File: src/sv/utf8d_pkg.sv
// Shared types and constants for the UTF-8 decoder.
// No dependencies; used by utf8d_decode and utf8_decoder_with_replacement.
`default_nettype none

package utf8d_pkg;

	localparam int CP_W = 21;

	localparam logic [CP_W-1:0] REPL_CP    = 21'h00FFFD;
	localparam logic [CP_W-1:0] MAX_SCALAR = 21'h10FFFF;
	localparam logic [CP_W-1:0] SURR_LO    = 21'h00D800;
	localparam logic [CP_W-1:0] SURR_HI    = 21'h00DFFF;
	localparam logic [CP_W-1:0] MIN_LEN2   = 21'h000080;
	localparam logic [CP_W-1:0] MIN_LEN3   = 21'h000800;
	localparam logic [CP_W-1:0] MIN_LEN4   = 21'h010000;

	localparam logic [2:0] LEN_NONE = 3'd0;
	localparam logic [2:0] LEN_2    = 3'd2;
	localparam logic [2:0] LEN_3    = 3'd3;
	localparam logic [2:0] LEN_4    = 3'd4;

	// Results caused by one byte: n_repl replacement words, then an optional tail word.
	typedef struct packed {
		logic [1:0]      n_repl;
		logic            tail_v;
		logic [CP_W-1:0] tail_cp;
		logic            tail_rep;
	} plan_t;

endpackage

`default_nettype wire

File: src/sv/utf8_decoder_with_replacement.sv
// Top level of the UTF-8 decoder with U+FFFD replacement.
// Depends on utf8d_pkg and utf8d_decode.
//
//   channel  | handshake             | payload
//   ---------+-----------------------+---------------------------------------------
//   byte in  | byte_valid, byte_stall| data_byte[7:0], end_of_stream
//   cp out   | cp_valid, cp_stall    | code_point[20:0], is_replacement, last_of_run
//
// One byte per cycle when each byte yields at most one word and cp_stall is low. A byte
// is registered in the input register, decoded from there, and its first word is then
// registered in the output register. A byte that yields more than one word stalls the
// input while the rest of the run drains from the output register.
// Reset clears the open sequence and all valid flags. cp_stall holds the output
// word and, once the pending run is empty, backs up into byte_stall.
`default_nettype none

module utf8_decoder_with_replacement (
	input  wire logic        clk,
	input  wire logic        arst_n,
	input  wire logic        byte_valid,
	output logic             byte_stall,
	input  wire logic [7:0]  data_byte,
	input  wire logic        end_of_stream,
	output logic             cp_valid,
	input  wire logic        cp_stall,
	output logic [20:0]      code_point,
	output logic             is_replacement,
	output logic             last_of_run
);

	logic        valid_s1;
	logic [7:0]  byte_s1;
	logic        eos_s1;

	utf8d_pkg::plan_t plan, cur, rem;

	logic [1:0]                 pend_repl_q;
	logic                       pend_tail_q;
	logic [utf8d_pkg::CP_W-1:0] tail_cp_q;
	logic                       tail_rep_q;

	logic                       out_valid_q;
	logic [utf8d_pkg::CP_W-1:0] code_point_q;
	logic                       is_repl_q;
	logic                       last_q;

	logic advance, pend_empty, plan_empty, take_s1, cur_has;
	logic [utf8d_pkg::CP_W-1:0] pop_cp;
	logic pop_rep, pop_last;

	utf8d_decode u_decode (
		.clk          (clk),
		.arst_n       (arst_n),
		.data_byte_s1 (byte_s1),
		.eos_s1       (eos_s1),
		.take         (take_s1),
		.plan         (plan)
	);

	assign advance    = !out_valid_q || !cp_stall;
	assign pend_empty = (pend_repl_q == 2'd0) && !pend_tail_q;
	assign plan_empty = (plan.n_repl == 2'd0) && !plan.tail_v;
	// a byte with no result may pass even while the output is stalled
	assign take_s1    = valid_s1 && pend_empty && (advance || plan_empty);
	assign byte_stall = valid_s1 && !take_s1;

	always_comb begin
		if (pend_empty) begin
			cur     = plan;
			cur_has = valid_s1 && !plan_empty;
		end else begin
			cur.n_repl   = pend_repl_q;
			cur.tail_v   = pend_tail_q;
			cur.tail_cp  = tail_cp_q;
			cur.tail_rep = tail_rep_q;
			cur_has      = 1'b1;
		end
		rem = cur;
		if (cur.n_repl != 2'd0) begin
			pop_cp     = utf8d_pkg::REPL_CP;
			pop_rep    = 1'b1;
			pop_last   = (cur.n_repl == 2'd1) && !cur.tail_v;
			rem.n_repl = cur.n_repl - 2'd1;
		end else begin
			pop_cp     = cur.tail_cp;
			pop_rep    = cur.tail_rep;
			pop_last   = 1'b1;
			rem.tail_v = 1'b0;
		end
	end

	always_ff @(posedge clk or negedge arst_n) begin
		if (!arst_n) begin
			valid_s1 <= 1'b0;
		end else if (!byte_stall) begin
			valid_s1 <= byte_valid;
		end
	end

	always_ff @(posedge clk) begin
		if (!byte_stall && byte_valid) begin
			byte_s1 <= data_byte;
			eos_s1  <= end_of_stream;
		end
	end

	always_ff @(posedge clk or negedge arst_n) begin
		if (!arst_n) begin
			out_valid_q <= 1'b0;
			pend_repl_q <= 2'd0;
			pend_tail_q <= 1'b0;
		end else if (advance) begin
			out_valid_q <= cur_has;
			if (cur_has) begin
				pend_repl_q <= rem.n_repl;
				pend_tail_q <= rem.tail_v;
			end
		end
	end

	always_ff @(posedge clk) begin
		if (advance && cur_has) begin
			code_point_q <= pop_cp;
			is_repl_q    <= pop_rep;
			last_q       <= pop_last;
			tail_cp_q    <= rem.tail_cp;
			tail_rep_q   <= rem.tail_rep;
		end
	end

	assign cp_valid       = out_valid_q;
	assign code_point     = code_point_q;
	assign is_replacement = is_repl_q;
	assign last_of_run    = last_q;

endmodule

`default_nettype wire

File: src/sv/utf8d_decode.sv
// Sequence state and per-byte decode for the UTF-8 decoder.
// Depends on utf8d_pkg.
`default_nettype none

module utf8d_decode (
	input  wire logic                    clk,
	input  wire logic                    arst_n,
	input  wire logic [7:0]              data_byte_s1,
	input  wire logic                    eos_s1,
	input  wire logic                    take,
	output utf8d_pkg::plan_t             plan
);

	logic [utf8d_pkg::CP_W-1:0] pv_q, pv_d;
	logic [2:0]                 len_q, len_d;
	logic [1:0]                 cc_q, cc_d;

	logic                       seq_open, is_cont, complete, bad;
	logic [2:0]                 cnt;
	logic [utf8d_pkg::CP_W-1:0] pv_new, minv;
	logic [2:0]                 lead_len;
	logic [utf8d_pkg::CP_W-1:0] lead_pv;

	assign seq_open = (len_q != utf8d_pkg::LEN_NONE);
	assign is_cont  = (data_byte_s1[7:6] == 2'b10);
	assign cnt      = {1'b0, cc_q} + 3'd1;
	assign pv_new   = {pv_q[utf8d_pkg::CP_W-7:0], data_byte_s1[5:0]};
	assign complete = (cnt == len_q);

	always_comb begin
		unique case (len_q)
			utf8d_pkg::LEN_2: minv = utf8d_pkg::MIN_LEN2;
			utf8d_pkg::LEN_3: minv = utf8d_pkg::MIN_LEN3;
			default:          minv = utf8d_pkg::MIN_LEN4;
		endcase
	end

	assign bad = (pv_new < minv)
		|| (pv_new >= utf8d_pkg::SURR_LO && pv_new <= utf8d_pkg::SURR_HI)
		|| (pv_new > utf8d_pkg::MAX_SCALAR);

	// Classify the byte as a lead.
	always_comb begin
		priority if (data_byte_s1[7:5] == 3'b110) begin
			lead_len = utf8d_pkg::LEN_2;
			lead_pv  = {16'd0, data_byte_s1[4:0]};
		end else if (data_byte_s1[7:4] == 4'b1110) begin
			lead_len = utf8d_pkg::LEN_3;
			lead_pv  = {17'd0, data_byte_s1[3:0]};
		end else if (data_byte_s1[7:3] == 5'b11110) begin
			lead_len = utf8d_pkg::LEN_4;
			lead_pv  = {18'd0, data_byte_s1[2:0]};
		end else begin
			lead_len = utf8d_pkg::LEN_NONE;
			lead_pv  = '0;
		end
	end

	always_comb begin
		plan.n_repl   = 2'd0;
		plan.tail_v   = 1'b0;
		plan.tail_cp  = utf8d_pkg::REPL_CP;
		plan.tail_rep = 1'b1;
		pv_d  = '0;
		len_d = utf8d_pkg::LEN_NONE;
		cc_d  = 2'd0;
		if (seq_open && is_cont) begin
			if (complete) begin
				plan.tail_v   = 1'b1;
				plan.tail_cp  = bad ? utf8d_pkg::REPL_CP : pv_new;
				plan.tail_rep = bad;
			end else if (eos_s1) begin
				// truncated at end: one replacement per held byte and one for this byte
				plan.n_repl = cnt[1:0];
			end else begin
				pv_d  = pv_new;
				len_d = len_q;
				cc_d  = cnt[1:0];
			end
		end else begin
			// broken sequence: flush held bytes, then treat this byte as a lead
			plan.n_repl = seq_open ? cc_q : 2'd0;
			if (!data_byte_s1[7]) begin
				plan.tail_v   = 1'b1;
				plan.tail_cp  = {13'd0, data_byte_s1};
				plan.tail_rep = 1'b0;
			end else if (lead_len == utf8d_pkg::LEN_NONE || eos_s1) begin
				plan.tail_v = 1'b1;
			end else begin
				pv_d  = lead_pv;
				len_d = lead_len;
				cc_d  = 2'd1;
			end
		end
	end

	always_ff @(posedge clk or negedge arst_n) begin
		if (!arst_n) begin
			pv_q  <= '0;
			len_q <= utf8d_pkg::LEN_NONE;
			cc_q  <= 2'd0;
		end else if (take) begin
			pv_q  <= pv_d;
			len_q <= len_d;
			cc_q  <= cc_d;
		end
	end

endmodule

`default_nettype wire
File: config.mk
export PLATFORM = sky130hd
export DESIGN_NAME = utf8_decoder_with_replacement
export DESIGN_NICKNAME = d
export VERILOG_FILES = /design/src/sv/utf8d_pkg.sv /design/src/sv/utf8_decoder_with_replacement.sv /design/src/sv/utf8d_decode.sv
export SDC_FILE = /design/constraint.sdc
export NUM_CORES = 1
export LEC_CHECK = 0
export BUFFER_PORTS_ARGS = -buffer_cell sky130_fd_sc_hd__buf_2
export CAP_MARGIN = 20
export CORE_ASPECT_RATIO = 0.7
export CORE_MARGIN = 8
export CORE_UTILIZATION = 58
export CTS_CLUSTER_DIAMETER = 40
export DETAILED_ROUTE_END_ITERATION = 7
export HOLD_SLACK_MARGIN = 0.05
export PLACE_DENSITY = 0.91
export SLEW_MARGIN = 10
export SYNTH_ARGS = -nofsm -noshare
export SYNTH_HDL_FRONTEND = slang
export SYNTH_HIERARCHICAL = 1
export SYNTH_SLANG_ARGS = --single-unit
File: constraint.sdc
create_clock -name clk -period 5.25 [get_ports clk]
set_clock_uncertainty 0.2 [all_clocks]
set_input_delay 0.7875 -clock clk [delete_from_list [all_inputs] [get_ports clk]]
set_output_delay 0.7875 -clock clk [all_outputs]
set_load 0.05 [all_outputs]
==> flow_metrics.env, run 1 <==
export IMPL_r2r_end="tail_cp_q[13]$_DFFE_PP_"
export IMPL_place_port_buffers=37
export IMPL_areaGrowthSynthToFinish_pct=11.1
export IMPL_dp_hpwl_um=4700
export IMPL_hold_viol_final=0
export IMPL_cts_tree="yes"
export IMPL_grt_pass1_vias=2345
export IMPL_r2r_slack_ps=1580
export IMPL_die_area_mm2=0.00921
export IMPL_fill_cells=467
export IMPL_synth_edf_count=54
export IMPL_cts_setup_buffers=0
export IMPL_endpoint="byte_stall"
export IMPL_p_per_area_mw_per_mm2=368
export IMPL_drive_gt1_share_pct=28.0
export IMPL_synth_top_area_share_pct=43.9
export IMPL_final_max_slew_viol_count=0
export IMPL_hold_slack_ps=213
export IMPL_grt_overflow=0
export IMPL_end_kind="primary output"
export IMPL_die_w_um=111
export IMPL_fmax_ghz=0.250
export IMPL_combPwrFrac_pct=21.2
export IMPL_vias=2388
export IMPL_ys_ff_latch=79
export IMPL_postRouteAntennaNets=0
export IMPL_drt_wl_total_um=6900
export IMPL_maxSlewHeadroom_pct=45.0
export IMPL_cts_resized=0
export IMPL_worst_pin_slew_ps=825
export IMPL_postSynthCellCount=278
export IMPL_worstSkewPairLatency_ps=350
export IMPL_netlist_top_cells_area="edfxtp_1 (44%), dfrtp_1 (17%), mux2_2 (4.3%)"
export IMPL_clkTransAtPathRegs_ps=80
export IMPL_grt_max_degree=27
export IMPL_num_antenna_cells=0
export IMPL_finalSetupTns_ps=0
export IMPL_clock_root_buffer="clkbuf_8"
export IMPL_gr_usage_all_layers_pct=15.7
export IMPL_synthArstFlopShare_pct=31.6
export IMPL_p_int_uw=1020
export IMPL_hold_buffers=0
export IMPL_r2r_worst_path_cells=10
export IMPL_final_nets=332
export IMPL_vias_per_cell=5.98
export IMPL_startpoint_type="flip-flop"
export IMPL_hp_class="input pin to async pin"
export IMPL_maxCapViolCount=0
export IMPL_reg2reg_from="u_decode/cc_q[0]$_DFFE_PN0P_"
export IMPL_status="finished clean"
export IMPL_gp_congestion=0.926
export IMPL_cts_buffer_depth=2
export IMPL_postSynthAreaPerCell_um2=13.3
export IMPL_synthDistinctLibCells=52
export IMPL_dr_pass1_iters=5
export IMPL_antenna_found_initial=0
export IMPL_synthFlopType="edfxtp_1"
export IMPL_grt_pass1_wl_um=11400
export IMPL_swShare_pct=32.2
export IMPL_ys_seq_area_share_pct=60.9
export IMPL_die_h_um=82.7
export IMPL_finalSetupViolations=0
export IMPL_rsz0062_at_grt="no"
export IMPL_pin_count=38
export IMPL_leakagePower_uw=0.00161
export IMPL_cp_required_ps=4260
export IMPL_cts_htree_levels=3
export IMPL_crit_start="u_decode/cc_q[0]$_DFFE_PN0P_"
export IMPL_crit_path_max_fanout=5
export IMPL_synth_nets=294
export IMPL_switching_power_uw=486
export IMPL_finalCritPeriodShare_pct=76.1
export IMPL_p_clk_share_pct=25.9
export IMPL_fp_row_count=24
export IMPL_drt_initial_drc_count=177
export IMPL_worst_ep_arrival_time_ps=3010
export IMPL_peakVddDrop_v=0.000239
export IMPL_cts_inserted_buffers=9
export IMPL_period_needed_ps=4000
export IMPL_drt_wirelength_per_cell_um=17.3
export IMPL_yosysTopAreaCell="edfxtp_1"
export IMPL_synth_area_mm2=0.00369
export IMPL_synth_warnings=6
export IMPL_drcViolationCount=0
export IMPL_critical_path_class="flip-flop to primary output"
export IMPL_initial_core_util_pct=59.6
export IMPL_core_mm2=0.00619
export IMPL_clkSinkCount=79
export IMPL_seqPwrFrac_pct=52.9
==> cell type report <==
type                            count  area, µm²  area share (%)
Timing Repair Buffer               40        208            5.07
Sequential cell                    79       2250            54.8
Inverter                            4       15.0           0.366
Tap cell                           78       97.6            2.38
Clock buffer                        9        124            3.02
Clock inverter                      7       46.3            1.13
Multi-Input combinational cell    182       1360            33.2
==> cell usage after synthesis (all sizes together) (2+ instances only) <==
library cell	n
a21boi	2
a21o	6
a21oi	8
a22o	3
a22oi	2
a32o	3
and2	10
and3	6
buf	5
clkbuf	8
dfrtp	25
edfxtp	54
ha	3
inv	3
mux2	22
nand2	22
nand2b	19
nand3	2
nor2	15
nor2b	4
nor3	6
nor4b	2
o21a	10
o21ai	3
o2bb2ai	14
o31ai	2
or4	2
xnor2	2
==> metal layers <==
layer  GRT usage, %  up-vias  wire length [µm]
li1               -     1118                 -
met1           18.8     1134              3090
met2           24.1      113              2980
met3           7.65       23               641
met4           6.75        0               179
met5              0        -                 0
==> state kept, by name (all words and copies together) (netlist names) <==
| signal | cells |
|---|---|
| u_decode/cc_q | 2 |
| code_point | 21 |
| tail_rep_q | 1 |
| cp_valid | 1 |
| tail_cp_q | 21 |
| pend_tail_q | 1 |
| byte_s1 | 8 |
| pend_repl_q | 2 |
| last_of_run | 1 |
| eos_s1 | 1 |
| u_decode/pv_q | 15 |
| u_decode/len_q | 3 |
| is_replacement | 1 |
| valid_s1 | 1 |
==> worst max-delay path: stages, from the launching register on <==
cell and delay [ps]:
dfrtp_1 450, ha_1 370, xnor2_1 170, and3_2 260, nor4b_1 240, a21oi_1 70
nor2_1 300, nor3_1 130, o21ai_1 260, and2_1 160, buf_2 250
==> through the flow <==
| stage | utilization (%) | worst slack, ps | total power (µW) | instance area (µm²) | cells |
|---|---|---|---|---|---|
| floorplan | - | 781 | 1050 | 3690 | 278 |
| global placement | 63.5 | 1800 | 1120 | 3930 | 383 |
| detailed placement | 63.5 | 1660 | 1130 | 3930 | 383 |
| CTS | 66.3 | 1290 | 1520 | 4100 | 399 |
| global route | 66.3 | 1070 | 1580 | 4100 | 399 |
| finish | 66.3 | 1250 | 1510 | 4100 | 399 |
==> cell families (layout without fill, tap and decap cells) <==
| group | count (synthesis) | after routing | synth area share, % |
|---|---|---|---|
| buffers and inverters | 17 | 60 | 2.41 |
| adders and majority gates | 3 | 3 | 1.02 |
| xor gates and xnor gates | 3 | 3 | 0.712 |
| and+or+nand+nor | 93 | 93 | 14.1 |
| muxes | 22 | 22 | 7.53 |
| AOI/OAI and AO/OA | 61 | 61 | 13.3 |
| DFF | 79 | 79 | 60.9 |
==> power by group through the flow <==
stage | Clock, µW | Combinational, µW | Sequential, µW
5_1_grt | 431 | 342 | 804
3_3_place_gp | 0 | 312 | 807
4_1_cts | 406 | 320 | 797
6_report | 391 | 319 | 797
2_1_floorplan | 0 | 151 | 899
3_5_place_dp | 0 | 319 | 810
==> worst min-delay path by stage <==
stage / startpoint / to / slack (ps) / cells past startpoint
2_1_floorplan: byte_s1[1]$_DFFE_PP_ / u_decode/pv_q[1]$_DFFE_PN0P_ / 260 / 1
3_3_place_gp: byte_s1[0]$_DFFE_PP_ / u_decode/pv_q[0]$_DFFE_PN0P_ / 300 / 1
3_5_place_dp: byte_s1[0]$_DFFE_PP_ / u_decode/pv_q[0]$_DFFE_PN0P_ / 300 / 1
4_1_cts: arst_n / valid_s1$_DFFE_PN0N_ / 220 / 1
5_1_grt: arst_n / valid_s1$_DFFE_PN0N_ / 240 / 1
6_report: arst_n / pend_repl_q[1]$_DFFE_PN0P_ / 210 / 1
==> placed cells by master, fill, tap and decap left out, types with 5 or more instances in the layout <==
cell	count
edfxtp_1	54
buf_2	37
dfrtp_1	25
nand2_1	22
nand2b_1	19
mux2_2	14
nor2_1	14
o2bb2ai_1	14
o21a_1	10
and2_1	9
clkbuf_8	9
mux2_4	8
a21oi_1	8
nor3_1	5
and3_1	5
a21o_2	5
Note: power is estimated with default switching activity, not from simulation.
==> run 2: changes to the inputs <==
- CORE_UTILIZATION: 58 -> 53
- PLACE_DENSITY: 0.91 -> 0.88
- clock period: 5.25 -> 3.3 ns (I/O delays scaled with it)
==> flow_metrics.env, run 2 (synthesis results as in run 1) <==
export IMPL_status="finished clean"
export IMPL_die_h_um=85.8
export IMPL_cp_required_ps=2600
export IMPL_cts_buffer_depth=2
export IMPL_postRouteAntennaNets=0
export IMPL_die_w_um=116
export IMPL_cts_htree_levels=3
export IMPL_clkSinkCount=79
export IMPL_combPwrFrac_pct=22.6
export IMPL_vias=2427
export IMPL_drive_gt1_share_pct=31.3
export IMPL_finalCritPeriodShare_pct=97.6
export IMPL_dr_pass1_iters=5
export IMPL_fmax_ghz=0.310
export IMPL_cts_tree="yes"
export IMPL_die_area_mm2=0.00993
export IMPL_dp_cells=404
export IMPL_end_kind="primary output"
export IMPL_peakVddDrop_v=0.000291
export IMPL_period_needed_ps=3220
export IMPL_maxSlewHeadroom_pct=44.6
export IMPL_switching_power_uw=771
export IMPL_fill_cells=528
export IMPL_final_max_slew_viol_count=0
export IMPL_critical_path_class="flip-flop to primary output"
export IMPL_mostFrequentLayoutCells="edfxtp_1 (54), buf_2 (36), dfrtp_1 (25), nand2_1 (22), nand2b_1 (19)"
export IMPL_finalSetupViolations=0
export IMPL_final_nets=340
export IMPL_drt_initial_drc_count=185
export IMPL_areaGrowthSynthToFinish_pct=16.2
export IMPL_seqPwrFrac_pct=50.3
export IMPL_final_cells=423
export IMPL_fp_row_count=25
export IMPL_drt_wirelength_per_cell_um=17.0
export IMPL_grt_pass1_wl_um=11700
export IMPL_dp_hpwl_um=4880
export IMPL_startpoint_type="flip-flop"
export IMPL_vias_per_cell=5.74
export IMPL_power_uw=2510
export IMPL_register_area_mm2=0.00225
export IMPL_worst_pin_slew_ps=831
export IMPL_leakagePower_uw=0.00168
export IMPL_place_area_mm2=0.00401
export IMPL_drcViolationCount=0
export IMPL_p_int_uw=1740
export IMPL_multi_input_area_mm2=0.00142
export IMPL_p_per_area_mw_per_mm2=586
export IMPL_worst_ep_arrival_time_ps=2530
export IMPL_gr_usage_all_layers_pct=15.2
export IMPL_swShare_pct=30.7
export IMPL_final_common_cell="edfxtp_1"
export IMPL_pin_count=38
export IMPL_r2r_slack_ps=270
export IMPL_p_clk_share_pct=27.1
export IMPL_drt_wl_total_um=7190
export IMPL_finish_utilization_pct=63.4
export IMPL_antenna_found_initial=0
export IMPL_cts_inserted_buffers=9
export IMPL_place_port_buffers=37
export IMPL_worstSkewPairLatency_ps=350
export IMPL_grt_max_degree=46
export IMPL_design_area_mm2=0.00429
export IMPL_core_mm2=0.00676
export IMPL_clock_root_buffer="clkbuf_8"
export IMPL_clkTransAtPathRegs_ps=80
export IMPL_hp_class="input pin to flip-flop"
export IMPL_initial_core_util_pct=54.6
export IMPL_hold_viol_final=0
export IMPL_hold_slack_ps=113
export IMPL_grt_pass1_vias=2364
export IMPL_maxCapViolCount=0
export IMPL_gp_congestion=0.897
export IMPL_grt_overflow=0
export IMPL_crit_path_max_fanout=5
export IMPL_num_antenna_cells=0
[run 2: power by group through the flow]
stage | clock (µW) | sequential, µW | combinational (µW)
floorplan | 0 | 1430 | 245
global placement | 0 | 1280 | 522
detailed placement | 0 | 1280 | 536
CTS | 692 | 1260 | 548
global route | 726 | 1280 | 609
finish | 681 | 1260 | 567
[run 2: layout make-up]
cell class                      count  share of cell area, %
Clock inverter                      4                   1.14
Tap cell                           94                   2.74
Sequential cell                    79                   52.4
Inverter                            4                  0.350
Timing Repair Buffer               48                   7.03
Multi-Input combinational cell    182                   33.2
Clock buffer                       12                   3.15
[run 2: through the flow]
step	worst slack, ps	setup TNS (ps)
final	79.2	0
after global routing	-60.7	-60.7
after CTS	6.81	0
after detailed placement	116	0
after global placement	296	0
after floorplan	70.6	0
[run 2: worst max-delay path: stages (launching register included)]
cell      delay (ps)
dfrtp_1          490
nor3_1           600
a311oi_2         140
a21oi_1          340
nor3_2           100
o21ai_2          180
and2_1           170
buf_6            160
[run 2: timing repair]
action / 4_1_cts / 5_1_grt
endpoints found under the setup margin: 1 / 23
endpoints found under the hold margin: 25 / 0
pin swaps: 0 / 3
setup buffers: 1 / 1
resized for setup: 3 / 8
hold buffers: 1 / 0
[run 2: worst paths after layout]
kind | start | endpoint | depth (start not counted)
max | u_decode/len_q[1]$_DFFE_PN0P_ | byte_stall | 7
min | data_byte[3] | byte_s1[3]$_DFFE_PP_ | 1
max reg2reg | u_decode/cc_q[1]$_DFFE_PN0P_ | code_point[0]$_SDFFCE_PP1P_ | 10
min reg2reg | byte_s1[0]$_DFFE_PP_ | u_decode/pv_q[0]$_DFFE_PN0P_ | 1
max in group asynchronous | arst_n | u_decode/pv_q[12]$_DFFE_PN0P_ | 2
min in group asynchronous | arst_n | cp_valid$_DFFE_PN0P_ | 2
[run 2: per-layer routing]
layer / up-vias / share of wire (%) / GRT usage (%)
li1: 1136 / - / -
met1: 1176 / 47 / 20.4
met2: 107 / 44 / 22.6
met3: 8 / 8.0 / 4.84
met4: 0 / 0.88 / 5.04
met5: - / 0 / 0
